`src/bmp_pkg.sv`:
```
// bmp_pkg: shared widths, constants, control types and states for the pascal
// triangle modular binomial block. No dependencies.
`default_nettype none

package bmp_pkg;

	localparam int WORD_W      = 62;
	localparam int IDX_W       = 10;
	localparam int MAX_ROW_DEF = 1023;
	localparam int GRP_SIZE    = 32;
	localparam int GRP_IDX_W   = 5;

	localparam logic [WORD_W-1:0] MOD_RESET = 62'd1000000007;

	typedef enum logic [2:0] {
		ST_IDLE,
		ST_RUN,
		ST_PICK1,
		ST_PICK2,
		ST_DONE
	} bmp_state_t;

	// control broadcast to every cell
	typedef struct packed {
		logic start;
		logic en;
	} bmp_cell_ctl_t;

endpackage

`default_nettype wire

```
`src/bmp_cell.sv`:
```
// bmp_cell: one column of the pascal triangle row, updated once per row step.
// Depends on bmp_pkg.
`default_nettype none

module bmp_cell import bmp_pkg::*; (
	input  wire logic                 clk,
	input  wire logic                 arst_n,
	input  wire bmp_cell_ctl_t        ctl,
	input  wire logic [WORD_W-1:0]    modulus,
	input  wire logic [WORD_W-1:0]    one,
	input  wire logic [WORD_W-1:0]    left_val,
	input  wire logic                 left_tok,
	output logic      [WORD_W-1:0]    val,
	output logic                      tok
);

	logic [WORD_W-1:0] val_q;
	logic              tok_q;
	logic [WORD_W:0]   sum;
	logic [WORD_W:0]   diff;
	logic [WORD_W-1:0] val_d;

	// modular add of the upper-left and upper entries, or the edge value where the row-edge marker arrives
	always_comb begin
		sum  = {1'b0, left_val} + {1'b0, val_q};
		diff = sum - {1'b0, modulus};
		if (left_tok) begin
			val_d = one;
		end else if (sum >= {1'b0, modulus}) begin
			val_d = diff[WORD_W-1:0];
		end else begin
			val_d = sum[WORD_W-1:0];
		end
	end

	always_ff @(posedge clk) begin
		if (ctl.en) begin
			val_q <= val_d;
		end
	end

	// row-edge marker moves one cell right per step
	always_ff @(posedge clk or negedge arst_n) begin
		if (!arst_n) begin
			tok_q <= 1'b0;
		end else if (ctl.start) begin
			tok_q <= 1'b0;
		end else if (ctl.en) begin
			tok_q <= left_tok;
		end
	end

	assign val = val_q;
	assign tok = tok_q;

endmodule

`default_nettype wire

```
`config.mk`:
```
export PLATFORM = sky130hd
export DESIGN_NAME = bmp_cell
export DESIGN_NICKNAME = d
export VERILOG_FILES = /design/src/bmp_pkg.sv /design/src/bmp_cell.sv
export SDC_FILE = /design/constraint.sdc
export NUM_CORES = 1
export LEC_CHECK = 0
export BUFFER_PORTS_ARGS = -buffer_cell sky130_fd_sc_hd__buf_2
export CORE_ASPECT_RATIO = 1.5
export CORE_MARGIN = 5
export CORE_UTILIZATION = 45
export DETAILED_ROUTE_END_ITERATION = 7
export GPL_TIMING_DRIVEN = 0
export PLACE_DENSITY_LB_ADDON = 0.12
export REMOVE_ABC_BUFFERS = 1
export SETUP_SLACK_MARGIN = 0.3
export SYNTH_ARGS = -nofsm -noshare
export SYNTH_HDL_FRONTEND = slang
export SYNTH_SLANG_ARGS = --single-unit
```
`constraint.sdc`:
```
create_clock -name clk -period 5.9 [get_ports clk]
set_input_delay 0.885 -clock clk [delete_from_list [all_inputs] [get_ports clk]]
set_output_delay 0.885 -clock clk [all_outputs]
set_load 0.02 [all_outputs]
```
==> flow_summary.toml <==
[outcome]
status = "complete, but fails checks"
violations = "negative setup slack"

[clocking]
clk_latency_ns = 0.36
cts_tree = "built"
cts_hold_buf = 0
clkTransAtPathRegs_ns = 0.06
cts_buffers = 9
clk_path_buf_depth = 2
cts.sinks = 63
cts-root-buf = "clkbuf_16"
h-tree-depth = 3

[worst_setup_path]
crit_start = "left_val[0]"
crit-reg2reg-launch = "val[0]"
ff2ff_path_depth = 27
worstSetupPathType = "primary input to flop"
arrival_ns = 6.51
rrSetupSlack_ns = -0.37
critPathMaxStageDelay_ns = 0.56
crit_end = "val[59]"
cp_max_fo = 8
r2r-end = "val[59]"
cp-end-kind = "flop"
critical-path-slowest-cell = "or4_4"
crit_required_ns = 6.01
startpoint_type = "primary input"

[synth]
yosysWarnings = 0
yosysSeqAreaShare_pct = 17.2
synth_edf_count = 62
synth_cells = 1502
synth_commonest_cells = "244 x a21oi_1, 155 x nand2_1, 124 x ha_1"
avgSynthCellArea_um2 = 7.31
synth_ff_type = "edfxtp_1"
synthTopCellsByArea = "edfxtp_1 17%, ha_1 14%, a21oi_1 11%"
synthArstFlopShare_pct = 1.59
syn_area_um2 = 11000
yosys.cell_count.top_type = "a21oi_1"
ys_ff_latch = 63
yosysUniqueCellTypes = 87
yosys.area.top_type = "edfxtp_1"
synth_top_cell_area_share_pct = 17.0

[sta]
rsz0062_at_grt = "yes"
slew_headroom_pct = 44.7
min_period_over_period_pct = 109
setup_viol = 62
clock_skew_ns = 0.0112
fmax_mhz = 156
final-hold-violation-count = 0
tightestPinTransition_ns = 0.830
setup_slack_ns = -0.503
period_needed_ns = 6.40
finalMaxSlewViolations = 0

[final_layout]
n_antenna_cell = 0
synthToLayoutAreaGrowth_pct = 30.5
drive_above_1_share_pct = 29.8
nNetsFinal = 2072

[floorplanning]
die_w_um = 138
start_util_pct = 45.3
die_area_um2 = 27700
rows = 70
die_h_um = 201
core-area_um2 = 24300
ios = 254

[place]
place_hpwl_um = 32100
place_ws_ns = -2.04
gp_congestion = 0.954
port_buffers = 253

[global_route]
grt_pass1_vias = 12300
grt_max_degree = 72
antenna_found_initial = 0
grt-ovfl-total = 0
grt_pass1_wl_um = 64200
grtUsageTotal_pct = 29.7

[routing]
finalWirelength_um = 43200
drcViolationCount = 0
drtAntennaViolNets = 0
avgViaCountPerCell = 5.91
dr.pass1.iters = 7
drt-wirelength-per-cell_um = 20.7
drtIter0Drc = 775
vias = 12300

[run]
drv_cap = 0

[hold_path]
worstHoldPathType = "primary input to async pin"
==> logic make-up after synthesis <==
logic type                 synth area share (%)
AOI/OAI and AO/OA                          31.9
xor gates and xnor gates                   9.01
adders and majority gates                  14.5
buffers and inverters                      7.05
DFF                                        17.2
muxes                                     0.501
and+or+nand+nor                            19.8
==> area by class of cell <==
cell class	instances	area [µm²]
Clock inverter	5	72.6
Sequential cell	63	1890
Multi-Input combinational cell	1252	9280
Clock buffer	11	233
Timing Repair Buffer	326	2070
Inverter	103	387
Fill cell	2334	9930
Tap cell	324	405
==> sequential cells by signal (all words and copies together), names as in the netlist <==
name / cells
tok: 1
val: 62
==> layout by cell type (no fill, tap or decap), drive strengths merged, types with 51 or more instances in the layout <==
cell type,instances
nand2,155
edfxtp,62
a21o,51
nor2,77
xnor2,68
ha,124
buf,325
nor2b,60
inv,103
o21ai,108
a21oi,247
==> layer usage <==
layer  routed length, µm  GRT usage, %  part of all wire, %
met1               15600          31.1                   36
met2               22500          54.6                   52
met3                2180          3.88                  5.0
met4                2980          18.6                  6.9
met5                   0             0                    0
==> worst min path at each step <==
stage / depth (start not counted) / from / endpoint
after global routing: 1 / arst_n / tok
after detailed placement: 2 / tok / tok
after CTS: 1 / arst_n / tok
after floorplan: 0 / arst_n / tok
final: 1 / arst_n / tok
after global placement: 2 / tok / tok
==> per-stage QoR <==
stage               setup TNS, ns  hold slack [ns]  cell area (µm²)  cells  util, %
finish                     -26.36            0.289            14300   2084     59.1
global route               -35.30            0.283            14300   2084     59.1
CTS                        -19.98            0.277            13700   2065     56.6
detailed placement        -103.01            0.516            12300   1993     50.9
global placement          -175.69            0.496            12300   1990     50.5
floorplan                  -40.24            0.589            10600   1413        -
==> what timing repair did <==
action,CTS,global route
gates resized for setup,129,98
setup endpoints to repair,62,62
buffers inserted,49,18
pin swaps,46,38
cloned,7,1
==> worst max-delay path, delay by kind of cell <==
kind | cells | cell delay [ns]
fa+ha+maj | 3 | 0.74
buf+inv | 5 | 0.68
compound gates | 11 | 2.21
simple gates | 8 | 1.83
xor+xnor | 1 | 0.18
Power is not shown: default switching activity piles up to over one toggle a cycle in this logic, so the estimate is an artifact.
